File: src/hdl/playfair_digraph_cipher_macros.svh
// Assertion helpers for the digraph cipher block.
`ifndef PLAYFAIR_DIGRAPH_CIPHER_MACROS_SVH
`define PLAYFAIR_DIGRAPH_CIPHER_MACROS_SVH

// Same-cycle implication, sampled on the rising clock, masked in reset.
`define PFDC_ASSERT_NOW(label, ante, cons, msg) \
   label: assert property (@(posedge clock) disable iff (reset) (ante) |-> (cons)) \
      else $error(msg);

// Next-cycle implication, sampled on the rising clock, masked in reset.
`define PFDC_ASSERT_NEXT(label, ante, cons, msg) \
   label: assert property (@(posedge clock) disable iff (reset) (ante) |=> (cons)) \
      else $error(msg);

`endif

File: src/hdl/pfdc_pkg.sv
`default_nettype none
package pfdc_pkg;

   localparam logic [4:0] LETTER_I = 5'd8;
   localparam logic [4:0] LETTER_J = 5'd9;
   localparam logic [4:0] LETTER_X = 5'd23;
   localparam logic [4:0] LETTER_Z = 5'd25;
   localparam int         SIDE     = 5;
   localparam int         ALPHABET = 26;
   localparam int         SQ_SIZE  = SIDE * SIDE;

   localparam logic [2:0] CMD_CLEAR   = 3'd0;
   localparam logic [2:0] CMD_KEY     = 3'd1;
   localparam logic [2:0] CMD_CLOSE   = 3'd2;
   localparam logic [2:0] CMD_ENCRYPT = 3'd3;
   localparam logic [2:0] CMD_DECRYPT = 3'd4;

   typedef struct packed {
      logic [2:0] command;
      logic [4:0] letter_a;
      logic [4:0] letter_b;
      logic       message_end;
   } req_type;

   typedef struct packed {
      logic [4:0] first_out;
      logic [4:0] second_out;
      logic       run_last;
   } rsp_type;

   // codes above z read as z
   function automatic logic [4:0] clamp_letter(input logic [4:0] l);
      return (l > LETTER_Z) ? LETTER_Z : l;
   endfunction

   function automatic logic [4:0] fold_j(input logic [4:0] l);
      return (l == LETTER_J) ? LETTER_I : l;
   endfunction

   // row of a square position, small compare chain instead of a divide
   function automatic logic [2:0] pos_row(input logic [4:0] pos);
      logic [2:0] r;
      if (pos >= 5'd20) begin
         r = 3'd4;
      end else if (pos >= 5'd15) begin
         r = 3'd3;
      end else if (pos >= 5'd10) begin
         r = 3'd2;
      end else if (pos >= 5'd5) begin
         r = 3'd1;
      end else begin
         r = 3'd0;
      end
      return r;
   endfunction

   function automatic logic [2:0] pos_col(input logic [4:0] pos);
      logic [2:0] r;
      logic [4:0] c;
      r = pos_row(pos);
      c = pos - {r, 2'b00} - {2'b00, r};
      return c[2:0];
   endfunction

   // one step along a row or column with wrap; back one step when decrypting
   function automatic logic [2:0] wrap_step(input logic [2:0] v, input logic dec);
      logic [2:0] r;
      if (dec) begin
         r = (v == 3'd0) ? 3'(SIDE - 1) : v - 3'd1;
      end else begin
         r = (v >= 3'(SIDE - 1)) ? 3'd0 : v + 3'd1;
      end
      return r;
   endfunction

   function automatic logic [4:0] sq_addr(input logic [2:0] r, input logic [2:0] c);
      return {r, 2'b00} + {2'b00, r} + {2'b00, c};
   endfunction

endpackage
`default_nettype wire

File: src/hdl/playfair_digraph_cipher.sv
`default_nettype none
// Playfair cipher over letters a=0 .. z=25 with a 5x5 key square.
// Request channel (req_valid/req_ready/req_data) carries one command word:
// clear key, key letter, close key, encrypt letter or decrypt digraph.
// Response channel (rsp_valid/rsp_ready/rsp_data) carries one digraph word;
// run_last marks the final response of a request. An encrypt request gives
// zero, one or two responses, a decrypt request exactly one.
// Clear key and key letter leave the block ready for the next request. Close
// key walks the 26 letters, one per cycle, into the square.
// Each digraph goes through one shared lookup unit: position memory read,
// square address compute and square memory read, so a response is valid
// once the square read is registered and the unit then waits for it.
// req_ready is low while a request is in work or a response is pending.
// When the receiver stalls, the response word holds in its register and
// nothing else advances until it is taken; a second digraph of the same
// request starts the cycle after the first is taken.
// Synchronous reset clears the key state and any held plaintext letter; the
// square contents are undefined until a close key has run.
module playfair_digraph_cipher (
   input  wire              clock,
   input  wire              reset,
   input  wire              req_valid,
   output logic             req_ready,
   input  pfdc_pkg::req_type req_data,
   output logic             rsp_valid,
   input  wire              rsp_ready,
   output pfdc_pkg::rsp_type rsp_data
);
   import pfdc_pkg::*;

   localparam logic [2:0] S_IDLE = 3'd0;
   localparam logic [2:0] S_FILL = 3'd1;
   localparam logic [2:0] S_POS  = 3'd2;
   localparam logic [2:0] S_KEY  = 3'd3;
   localparam logic [2:0] S_WAIT = 3'd4;

   logic [2:0]  state_ff, state_in;
   logic [4:0]  fill_ff, fill_in;
   logic [ALPHABET-1:0] used_ff, used_in;
   logic [4:0]  held_ff, held_in;
   logic        held_vld_ff, held_vld_in;
   logic [4:0]  walk_ff, walk_in;
   logic [4:0]  cur_a_ff, cur_a_in;
   logic [4:0]  cur_b_ff, cur_b_in;
   logic        cur_dec_ff, cur_dec_in;
   logic        cur_last_ff, cur_last_in;
   logic [4:0]  nxt_a_ff, nxt_a_in;
   logic        pend_ff, pend_in;
   logic        rsp_vld_ff, rsp_vld_in;

   logic [4:0]  key_square [SQ_SIZE];
   logic [4:0]  letter_position [ALPHABET];
   logic [4:0]  pos_a_ff, pos_b_ff;
   logic [4:0]  key_a_ff, key_b_ff;

   logic        req_acc;
   logic [4:0]  la_c, lb_c, enc_l;
   logic [4:0]  place_letter;
   logic        place_en;
   logic [2:0]  ra, ca, rb, cb;
   logic [4:0]  adr_a, adr_b;

   assign req_ready = (state_ff == S_IDLE);
   assign req_acc   = req_valid && req_ready;
   assign la_c      = clamp_letter(req_data.letter_a);
   assign lb_c      = clamp_letter(req_data.letter_b);
   assign enc_l     = fold_j(la_c);

   assign place_letter = (state_ff == S_FILL) ? walk_ff : la_c;
   assign place_en = !used_ff[place_letter] && (place_letter != LETTER_J) &&
                     (fill_ff < 5'(SQ_SIZE)) &&
                     ((req_acc && req_data.command == CMD_KEY) || state_ff == S_FILL);

   // square addressing for the current digraph
   assign ra = pos_row(pos_a_ff);
   assign ca = pos_col(pos_a_ff);
   assign rb = pos_row(pos_b_ff);
   assign cb = pos_col(pos_b_ff);

   always_comb begin
      if (ra == rb) begin
         adr_a = sq_addr(ra, wrap_step(ca, cur_dec_ff));
         adr_b = sq_addr(rb, wrap_step(cb, cur_dec_ff));
      end else if (ca == cb) begin
         adr_a = sq_addr(wrap_step(ra, cur_dec_ff), ca);
         adr_b = sq_addr(wrap_step(rb, cur_dec_ff), cb);
      end else begin
         adr_a = sq_addr(ra, cb);
         adr_b = sq_addr(rb, ca);
      end
   end

   always_comb begin
      state_in    = state_ff;
      fill_in     = fill_ff;
      used_in     = used_ff;
      held_in     = held_ff;
      held_vld_in = held_vld_ff;
      walk_in     = walk_ff;
      cur_a_in    = cur_a_ff;
      cur_b_in    = cur_b_ff;
      cur_dec_in  = cur_dec_ff;
      cur_last_in = cur_last_ff;
      nxt_a_in    = nxt_a_ff;
      pend_in     = pend_ff;
      rsp_vld_in  = rsp_vld_ff;
      if (place_en) begin
         used_in[place_letter] = 1'b1;
         fill_in = fill_ff + 5'd1;
      end
      case (state_ff)
         S_IDLE: begin
            if (req_acc) begin
               case (req_data.command)
                  CMD_CLEAR: begin
                     used_in     = '0;
                     fill_in     = 5'd0;
                     held_in     = 5'd0;
                     held_vld_in = 1'b0;
                  end
                  CMD_CLOSE: begin
                     walk_in  = 5'd0;
                     state_in = S_FILL;
                  end
                  CMD_ENCRYPT: begin
                     cur_dec_in = 1'b0;
                     pend_in    = 1'b0;
                     if (held_vld_ff) begin
                        cur_a_in = held_ff;
                        state_in = S_POS;
                        if (held_ff == enc_l) begin
                           // doubled letter: pad x; new one held or pended
                           cur_b_in = LETTER_X;
                           if (req_data.message_end) begin
                              pend_in     = 1'b1;
                              nxt_a_in    = enc_l;
                              cur_last_in = 1'b0;
                              held_in     = 5'd0;
                              held_vld_in = 1'b0;
                           end else begin
                              cur_last_in = 1'b1;
                              held_in     = enc_l;
                              held_vld_in = 1'b1;
                           end
                        end else begin
                           cur_b_in    = enc_l;
                           cur_last_in = 1'b1;
                           held_in     = 5'd0;
                           held_vld_in = 1'b0;
                        end
                     end else if (req_data.message_end) begin
                        cur_a_in    = enc_l;
                        cur_b_in    = LETTER_Z;
                        cur_last_in = 1'b1;
                        state_in    = S_POS;
                     end else begin
                        held_in     = enc_l;
                        held_vld_in = 1'b1;
                     end
                  end
                  CMD_DECRYPT: begin
                     cur_a_in    = la_c;
                     cur_b_in    = lb_c;
                     cur_dec_in  = 1'b1;
                     cur_last_in = 1'b1;
                     pend_in     = 1'b0;
                     state_in    = S_POS;
                  end
                  default: begin
                  end
               endcase
            end
         end
         S_FILL: begin
            walk_in = walk_ff + 5'd1;
            if (walk_ff == 5'(ALPHABET - 1)) begin
               state_in = S_IDLE;
            end
         end
         S_POS: begin
            state_in = S_KEY;
         end
         S_KEY: begin
            rsp_vld_in = 1'b1;
            state_in   = S_WAIT;
         end
         S_WAIT: begin
            if (rsp_ready) begin
               rsp_vld_in = 1'b0;
               if (pend_ff) begin
                  // odd tail after a doubled pair: pad with z
                  cur_a_in    = nxt_a_ff;
                  cur_b_in    = LETTER_Z;
                  cur_last_in = 1'b1;
                  pend_in     = 1'b0;
                  state_in    = S_POS;
               end else begin
                  state_in = S_IDLE;
               end
            end
         end
         default: begin
            state_in = S_IDLE;
         end
      endcase
   end

   always_ff @(posedge clock) begin
      if (reset) begin
         state_ff    <= S_IDLE;
         fill_ff     <= 5'd0;
         used_ff     <= '0;
         held_ff     <= 5'd0;
         held_vld_ff <= 1'b0;
         walk_ff     <= 5'd0;
         pend_ff     <= 1'b0;
         rsp_vld_ff  <= 1'b0;
      end else begin
         state_ff    <= state_in;
         fill_ff     <= fill_in;
         used_ff     <= used_in;
         held_ff     <= held_in;
         held_vld_ff <= held_vld_in;
         walk_ff     <= walk_in;
         pend_ff     <= pend_in;
         rsp_vld_ff  <= rsp_vld_in;
      end
   end

   always_ff @(posedge clock) begin
      cur_a_ff    <= cur_a_in;
      cur_b_ff    <= cur_b_in;
      cur_dec_ff  <= cur_dec_in;
      cur_last_ff <= cur_last_in;
      nxt_a_ff    <= nxt_a_in;
   end

   // letter -> square position
   always_ff @(posedge clock) begin
      if (place_en) begin
         letter_position[place_letter] <= fill_ff;
      end
      if (state_ff == S_POS) begin
         pos_a_ff <= letter_position[fold_j(cur_a_ff)];
         pos_b_ff <= letter_position[fold_j(cur_b_ff)];
      end
   end

   // square position -> letter; read data doubles as the response word
   always_ff @(posedge clock) begin
      if (place_en) begin
         key_square[fill_ff] <= place_letter;
      end
      if (state_ff == S_KEY) begin
         key_a_ff <= key_square[adr_a];
         key_b_ff <= key_square[adr_b];
      end
   end

   assign rsp_valid           = rsp_vld_ff;
   assign rsp_data.first_out  = key_a_ff;
   assign rsp_data.second_out = key_b_ff;
   assign rsp_data.run_last   = cur_last_ff;

`include "playfair_digraph_cipher_macros.svh"

   `PFDC_ASSERT_NOW(a_busy_when_rsp, rsp_valid, !req_ready, "request taken with response pending")
   `PFDC_ASSERT_NOW(a_fill_bound, 1'b1, fill_ff <= 5'(SQ_SIZE), "square fill count overrun")
   `PFDC_ASSERT_NEXT(a_close_fills, state_ff == S_FILL && walk_ff == 5'(ALPHABET - 1),
                     fill_ff == 5'(SQ_SIZE), "close key left square short")
   `PFDC_ASSERT_NEXT(a_pad_follows, rsp_valid && rsp_ready && pend_ff,
                     state_ff == S_POS && cur_b_ff == LETTER_Z, "tail pad digraph not started")
   `PFDC_ASSERT_NOW(a_pend_not_last, rsp_valid && pend_ff, !rsp_data.run_last,
                    "run_last set before tail pad word")

endmodule
`default_nettype wire

File: config.mk
export PLATFORM = sky130hd
export DESIGN_NAME = playfair_digraph_cipher
export DESIGN_NICKNAME = d
export VERILOG_FILES = /design/src/hdl/pfdc_pkg.sv /design/src/hdl/playfair_digraph_cipher.sv
export VERILOG_INCLUDE_DIRS = /design/src /design/src/hdl
export SDC_FILE = /design/constraint.sdc
export NUM_CORES = 1
export LEC_CHECK = 0
export BUFFER_PORTS_ARGS = -buffer_cell sky130_fd_sc_hd__buf_2
export CAP_MARGIN = 0
export CORE_UTILIZATION = 40
export DETAILED_ROUTE_END_ITERATION = 7
export PLACE_DENSITY = 0.62
export SLEW_MARGIN = 30
export SYNTH_ARGS = -nofsm -noshare
export SYNTH_HDL_FRONTEND = slang
export SYNTH_SLANG_ARGS = --single-unit
File: constraint.sdc
create_clock -name clock -period 6 [get_ports clock]
set_input_delay 0.3 -clock clock [delete_from_list [all_inputs] [get_ports clock]]
set_output_delay 0.3 -clock clock [all_outputs]
set_load 0.05 [all_outputs]
==> impl_metrics.env, run 1 <==
export IMPL_status="finished clean"
export IMPL_synth_edf_count=291
export IMPL_grt_pass1_vias=12920
export IMPL_antenna_found_initial=0
export IMPL_dieArea_um2=47340
export IMPL_routedWlPerCell_um=23.12
export IMPL_ys_top_cells_by_count="edfxtp_1, mux2i_1, nor2_1, nand2_1, a21oi_1"
export IMPL_grt_max_degree=36
export IMPL_cts_tree="done"
export IMPL_drive_gt1_share_pct=19.53
export IMPL_clockBufferDepth=3
export IMPL_worstPathCellList="inv_2 -> maj3_2 -> a221oi_4 -> inv_2 -> nand2_1 -> inv_1 -> ha_1 -> inv_1 -> ha_1 -> nor2_1 -> fa_1 -> ha_1 -> nor3_1 -> a21oi_1 -> o21ai_1 -> fa_1 -> nor2_1 -> a21o_1 -> buf_4 -> nand2_1 -> a21oi_2 -> o22ai_2 -> nor4b_2"
export IMPL_grt_usage_pct=21.89
export IMPL_die_w_um=217.6
export IMPL_worst_ep_arrival_time_ps=6070
export IMPL_worstSetupPathType="reg2reg"
export IMPL_antenna_cells=0
export IMPL_fin_setup_tns_ps=0
export IMPL_cts_buffers=37
export IMPL_synth_largest_area_cell="edfxtp_1"
export IMPL_layout_min_cycle_time_ps=5709
export IMPL_grt_first_pass_wirelength_mm=78.48
export IMPL_rsz0062_at_grt="false"
export IMPL_hold_ws_ps=84.05
export IMPL_nNetsFinal=1673
export IMPL_ant_nets=0
export IMPL_fin_skew_ps=27.10
export IMPL_synth_cells=1549
export IMPL_seqCellArea_um2=9679
export IMPL_max_cap_violations=0
export IMPL_hold_violations=0
export IMPL_synth_ff_type="edfxtp_1"
export IMPL_die_h_um=217.6
export IMPL_synth_cell_type_count=83
export IMPL_num_io_pins=31
export IMPL_core_um2=45580
export IMPL_vdd_drop_max_mv=0.1725
export IMPL_cts_sinks=338
export IMPL_vias=13190
export IMPL_h_tree_depth=2
export IMPL_synth_area_leaders="edfxtp_1, mux2i_1, mux4_2"
export IMPL_min_path_type="in2reg"
export IMPL_synth_seq_area_share_pct=52.07
export IMPL_worst_pin_slew_ps=933.1
export IMPL_crit_path_frequent_cell="ha_1"
export IMPL_r2r_setup_slack_ps=290
export IMPL_area_delta_synth_final_pct=13.97
export IMPL_fillers=4026
export IMPL_clk_latency_ps=560
export IMPL_clock_fmax_ghz=0.1752
export IMPL_critPathTopFamily="adder cells"
export IMPL_path_max_fanout=8
export IMPL_yosys_warnings=0
export IMPL_p_leak_uw=0.007773
export IMPL_drv_slew=0
export IMPL_num_rows=78
export IMPL_dp_hpwl_mm=36.58
export IMPL_finalWirelength_mm=51.51
export IMPL_syn_area_per_cell_um2=12.00
export IMPL_routabilityCongestion=0.9343
export IMPL_fin_crit_sh_pct=95.14
export IMPL_slew_limit_headroom_pct=37.73
export IMPL_slowest_stage="fa_1"
export IMPL_path_clk_slew_ps=60
export IMPL_grt_overflow=0
export IMPL_drc=0
export IMPL_drt_iter0_markers=1141
export IMPL_firstDrtPassIters=6
export IMPL_critPathBufInv=5
export IMPL_via_per_inst=5.918
export IMPL_yosys_area_top_type_share_pct=47.01
export IMPL_multi_input_area_um2=8527
export IMPL_critPathMaxStageDelay_ps=530
export IMPL_ys_ff_latch=338
export IMPL_worst_ep_required_time_ps=6370
export IMPL_portBuffers=30
export IMPL_endpoint_kind="register"
export IMPL_cellPowerDensity_nw_per_um2=272.4
export IMPL_start_util_pct=40.79
export IMPL_syn_area_um2=18590
export IMPL_worstSetupStartpointType="register"
export IMPL_async_flop_share_pct=0
export IMPL_root_buffer="clkbuf_16"
export IMPL_setup_violations=0
export IMPL_synth_most_common_cell="edfxtp_1"
## layout make-up
| class | instances | area share (%) |
|---|---|---|
| multi-input combinational | 1071 | 40.25 |
| tap | 600 | 3.543 |
| clock inverter | 20 | 1.423 |
| inverter | 54 | 0.9567 |
| sequential | 338 | 45.69 |
| clock buffer | 46 | 4.724 |
| timing repair buffer | 99 | 3.419 |
## logic make-up (layout without fill, tap and decap cells)
kind of cell	after synthesis	in the layout	share of synthesized area, %
fa+ha+maj	56	56	4.160
flops	338	338	52.07
simple gates	417	417	10.86
mux	216	216	15.23
compound gates	357	357	13.23
other cells	1	4	0.02017
buf+inv	143	219	3.406
xor+xnor	21	21	1.030
## power breakdown
| part | total [uW] | internal, uW | switching (uW) |
|---|---|---|---|
| logic | 730 | 268 | 462 |
| registers | 2590 | 2580 | 16.8 |
| clock network | 2450 | 1490 | 954 |
## worst min-delay path, cell delays in order
cell	delay (ps)
buf_2	90
o22ai_1	80
nand2_1	60
## repair_timing
item / CTS / global route
endpoints found under the setup margin: 5 / 10
resized for setup: 6 / 35
gates cloned: 0 / 0
buffers inserted: 0 / 2
hold buffers: 0 / 0
pin swaps: 0 / 3
hold endpoints to repair: 0 / 0
## state kept, by name, indices dropped and copies added, names as in the netlist
signal and count:
letter_position 129, key_square 125, used_ff 26, cur_a_ff 5
cur_b_ff 5, fill_ff 5, held_ff 5, key_a_ff 5
key_b_ff 5, nxt_a_ff 5, pos_a_ff 5, pos_b_ff 5
walk_ff 5, state_ff 3, cur_dec_ff 1, cur_last_ff 1
held_vld_ff 1, pend_ff 1, rsp_valid 1
## through the flow
stage          instance area [um2]  instances  util, %  power (uW)  worst slack [ps]
6_report                     21190       2228    46.49        5771             291.4
5_1_grt                      21190       2228    46.49        5935             3.264
4_1_cts                      21010       2226    46.09        5778             12.99
3_5_place_dp                 19680       2160    43.17        3345            -89.11
3_3_place_gp                 19620       2158    43.04        3332             59.22
2_1_floorplan                18600       1552        -        3126             389.7
## final timing paths
| check | startpoint | depth (start not counted) | end |
|---|---|---|---|
| setup / recovery | pos_a_ff[3]$_DFFE_PN_ | 23 | key_a_ff[1]$_DFFE_PP_ |
| hold / removal | req_data[1] | 3 | cur_b_ff[0]$_SDFFCE_PP1P_ |
| setup reg to reg | pos_a_ff[3]$_DFFE_PN_ | 23 | key_a_ff[1]$_DFFE_PP_ |
| hold reg to reg | rsp_valid$_SDFFE_PP0P_ | 2 | rsp_valid$_SDFFE_PP0P_ |
## per-layer routing
layer  track usage (%)  routed length, um  up-vias  share of wire (%)
met1             28.91              21630     6567                 42
met2             36.70              25070      511                 49
met3             3.054               3322       98                6.4
met5                 0                  0        -                  0
met4             7.700               1482        0                2.9
li1                  -                  -     6010                  -
## cell usage in the layout, fill, tap and decap left out, types with 17 or more instances in the layout
master,instances
mux2i_1,139
ha_1,44
edfxtp_1,291
mux4_2,51
buf_4,64
o21ai_0,37
a21oi_1,91
o22ai_1,39
a22oi_1,25
nor2b_1,30
nand3_1,24
dfxtp_1,47
clkbuf_16,38
nand2_1,124
inv_1,46
mux2_2,23
nor4_1,17
nor2_1,129
nor3_1,17
a211oi_1,33
buf_2,30
(Power assumes the default switching activity.)
==> run 2: changes to the inputs <==
Settings changed: CORE_ASPECT_RATIO from default to 0.9.
==> run 2 against run 1 <==
Compared with the run above:
- clock skew grew 1.1 ps
- sequential cell count stayed put
- worst hold slack lost 5.2 ps
- register-to-register slack about the same
- setup slack improved by 2.0 ps
- fmax is essentially flat
- combinational power rose by 1%
- first-iteration DRC count increased by 21%
- clock-buffer cell count is 4 higher
- clock power decreased by 4%
==> impl_metrics.env, run 2 (synthesis gave the netlist of run 1 again) <==
export IMPL_num_rows=74
export IMPL_switchingPower_uw=1463
export IMPL_fin_ws_ps=293.3
export IMPL_drt_iter0_markers=1385
export IMPL_path_max_fanout=7
export IMPL_clockBufferDepth=3
export IMPL_holdBufCountCts=0
export IMPL_routedWlPerCell_um=23.25
export IMPL_m1WireLength_mm=23.74
export IMPL_hold_ws_ps=78.82
export IMPL_antenna_found_initial=0
export IMPL_start_util_pct=40.72
export IMPL_fin_crit_sh_pct=95.11
export IMPL_clkPwrFrac_pct=41.5
export IMPL_dieArea_um2=47340
export IMPL_core_um2=45650
export IMPL_largest_register="letter_position"
export IMPL_p_leak_uw=0.007746
export IMPL_routabilityCongestion=0.9427
export IMPL_ant_nets=0
export IMPL_drc=0
export IMPL_largest_register_ffs=129
export IMPL_die_w_um=229.2
export IMPL_worst_pin_slew_ps=894.1
export IMPL_highest_layer="met4"
export IMPL_layout_min_cycle_time_ps=5707
export IMPL_min_path_type="in2reg"
export IMPL_holdPathStages=4
export IMPL_wl_met2_mm=23.27
export IMPL_grt_first_pass_wirelength_mm=78.94
export IMPL_path_clk_slew_ps=60
export IMPL_fin_skew_ps=28.22
export IMPL_routed_wl_met3_mm=4.249
export IMPL_worst_ep_arrival_time_ps=6000
export IMPL_critPathMaxStageDelay_ps=600
export IMPL_comb_power_share_pct=13.0
export IMPL_final_common_cell="edfxtp_1"
export IMPL_max_cap_violations=0
export IMPL_h_tree_depth=2
export IMPL_worst_ep_required_time_ps=6290
export IMPL_cts_buffers=39
export IMPL_portBuffers=30
export IMPL_slew_limit_headroom_pct=40.02
export IMPL_swShare_pct=25.73
export IMPL_drive_gt1_share_pct=19.57
export IMPL_crit_path_frequent_cell="inv_1"
export IMPL_preCtsSetupSlack_ps=55.21
export IMPL_dp_hpwl_mm=36.22
export IMPL_pwr_share_seq_pct=45.6
export IMPL_power_total_uw=5686
export IMPL_endpoint_kind="register"
export IMPL_grt_usage_pct=21.98
export IMPL_fin_setup_tns_ps=0
export IMPL_vdd_drop_max_mv=0.1527
export IMPL_grt_max_degree=37
export IMPL_top_regs="letter_position (129), key_square (125), used_ff (26)"
export IMPL_antenna_cells=0
export IMPL_drv_slew=0
export IMPL_die_h_um=206.5
export IMPL_num_io_pins=31
export IMPL_grt_overflow=0
export IMPL_clock_fmax_ghz=0.1752
export IMPL_cts_tree="done"
export IMPL_root_buffer="clkbuf_16"
export IMPL_cellPowerDensity_nw_per_um2=269.6
export IMPL_clk_latency_ps=570
export IMPL_nNetsFinal=1677
export IMPL_internal_power_uw=4223
export IMPL_setup_violations=0
export IMPL_hold_violations=0
export IMPL_final_cell_mix="edfxtp_1, mux2i_1, nor2_1, nand2_1, a21oi_1"
export IMPL_firstDrtPassIters=5
export IMPL_status="finished clean"
export IMPL_via_per_inst=5.956
export IMPL_worstSetupPathType="reg2reg"
export IMPL_area_delta_synth_final_pct=13.45
export IMPL_worstSetupStartpointType="register"
export IMPL_cts_sinks=338
export IMPL_vias=13360
export IMPL_slowest_stage="fa_1"
export IMPL_grt_pass1_vias=12800
export IMPL_r2r_cells=26
export IMPL_finalWirelength_mm=52.15
[run 2: final cells by class]
class	count	area, um2
Inverter	54	202.7
Fill cell	4026	24560
Clock inverter	21	201.4
Multi-Input combinational cell	1071	8487
Sequential cell	338	9679
Tap cell	608	760.7
Timing Repair Buffer	101	701.9
Clock buffer	50	1057
[run 2: power groups by stage]
stage | clock [uW] | combinational (uW) | sequential (uW)
2_1_floorplan | 0 | 487 | 2640
3_3_place_gp | 0 | 699 | 2640
3_5_place_dp | 0 | 705 | 2640
4_1_cts | 2390 | 708 | 2590
5_1_grt | 2480 | 787 | 2590
6_report | 2360 | 737 | 2590
[run 2: metrics by stage]
step / utilization (%) / std cells / area, um2
after floorplan: - / 1552 / 18600
after global placement: 42.96 / 2167 / 19610
after detailed placement: 43.02 / 2168 / 19640
after CTS: 45.78 / 2239 / 20900
after global routing: 46.20 / 2243 / 21090
final: 46.20 / 2243 / 21090
[run 2: critical path: cells and delay by family, from the launching register on]
| kind | cells | cell delay (ps) |
|---|---|---|
| adder cells (fa/ha/maj) | 6 | 2020 |
| AND/OR/NAND/NOR | 5 | 490 |
| XOR/XNOR | 1 | 90 |
| flip-flops | 1 | 380 |
| multiplexers | 2 | 640 |
| buffers and inverters | 7 | 710 |
| AO/OA/AOI/OAI | 5 | 1120 |
[run 2: repair_timing]
item / CTS / global route
setup buffers: 0 / 3
setup endpoints to repair: 0 / 10
gates resized for setup: 0 / 33
endpoints found under the hold margin: 0 / 0
[run 2: worst paths after layout]
path,from,endpoint,slack (ps)
max,pos_a_ff[3]$_DFFE_PN_,key_a_ff[3]$_DFFE_PP_,290
min,rsp_ready,rsp_valid$_SDFFE_PP0P_,80
max reg2reg,pos_a_ff[3]$_DFFE_PN_,key_a_ff[3]$_DFFE_PP_,290
min reg2reg,rsp_valid$_SDFFE_PP0P_,rsp_valid$_SDFFE_PP0P_,460
[run 2: routing by layer]
| metal | vias up | track usage (%) |
|---|---|---|
| met3 | 63 | 3.849 |
| met2 | 587 | 33.64 |
| met4 | 0 | 5.238 |
| met5 | - | 0 |
| li1 | 6032 | - |
| met1 | 6677 | 32.34 |
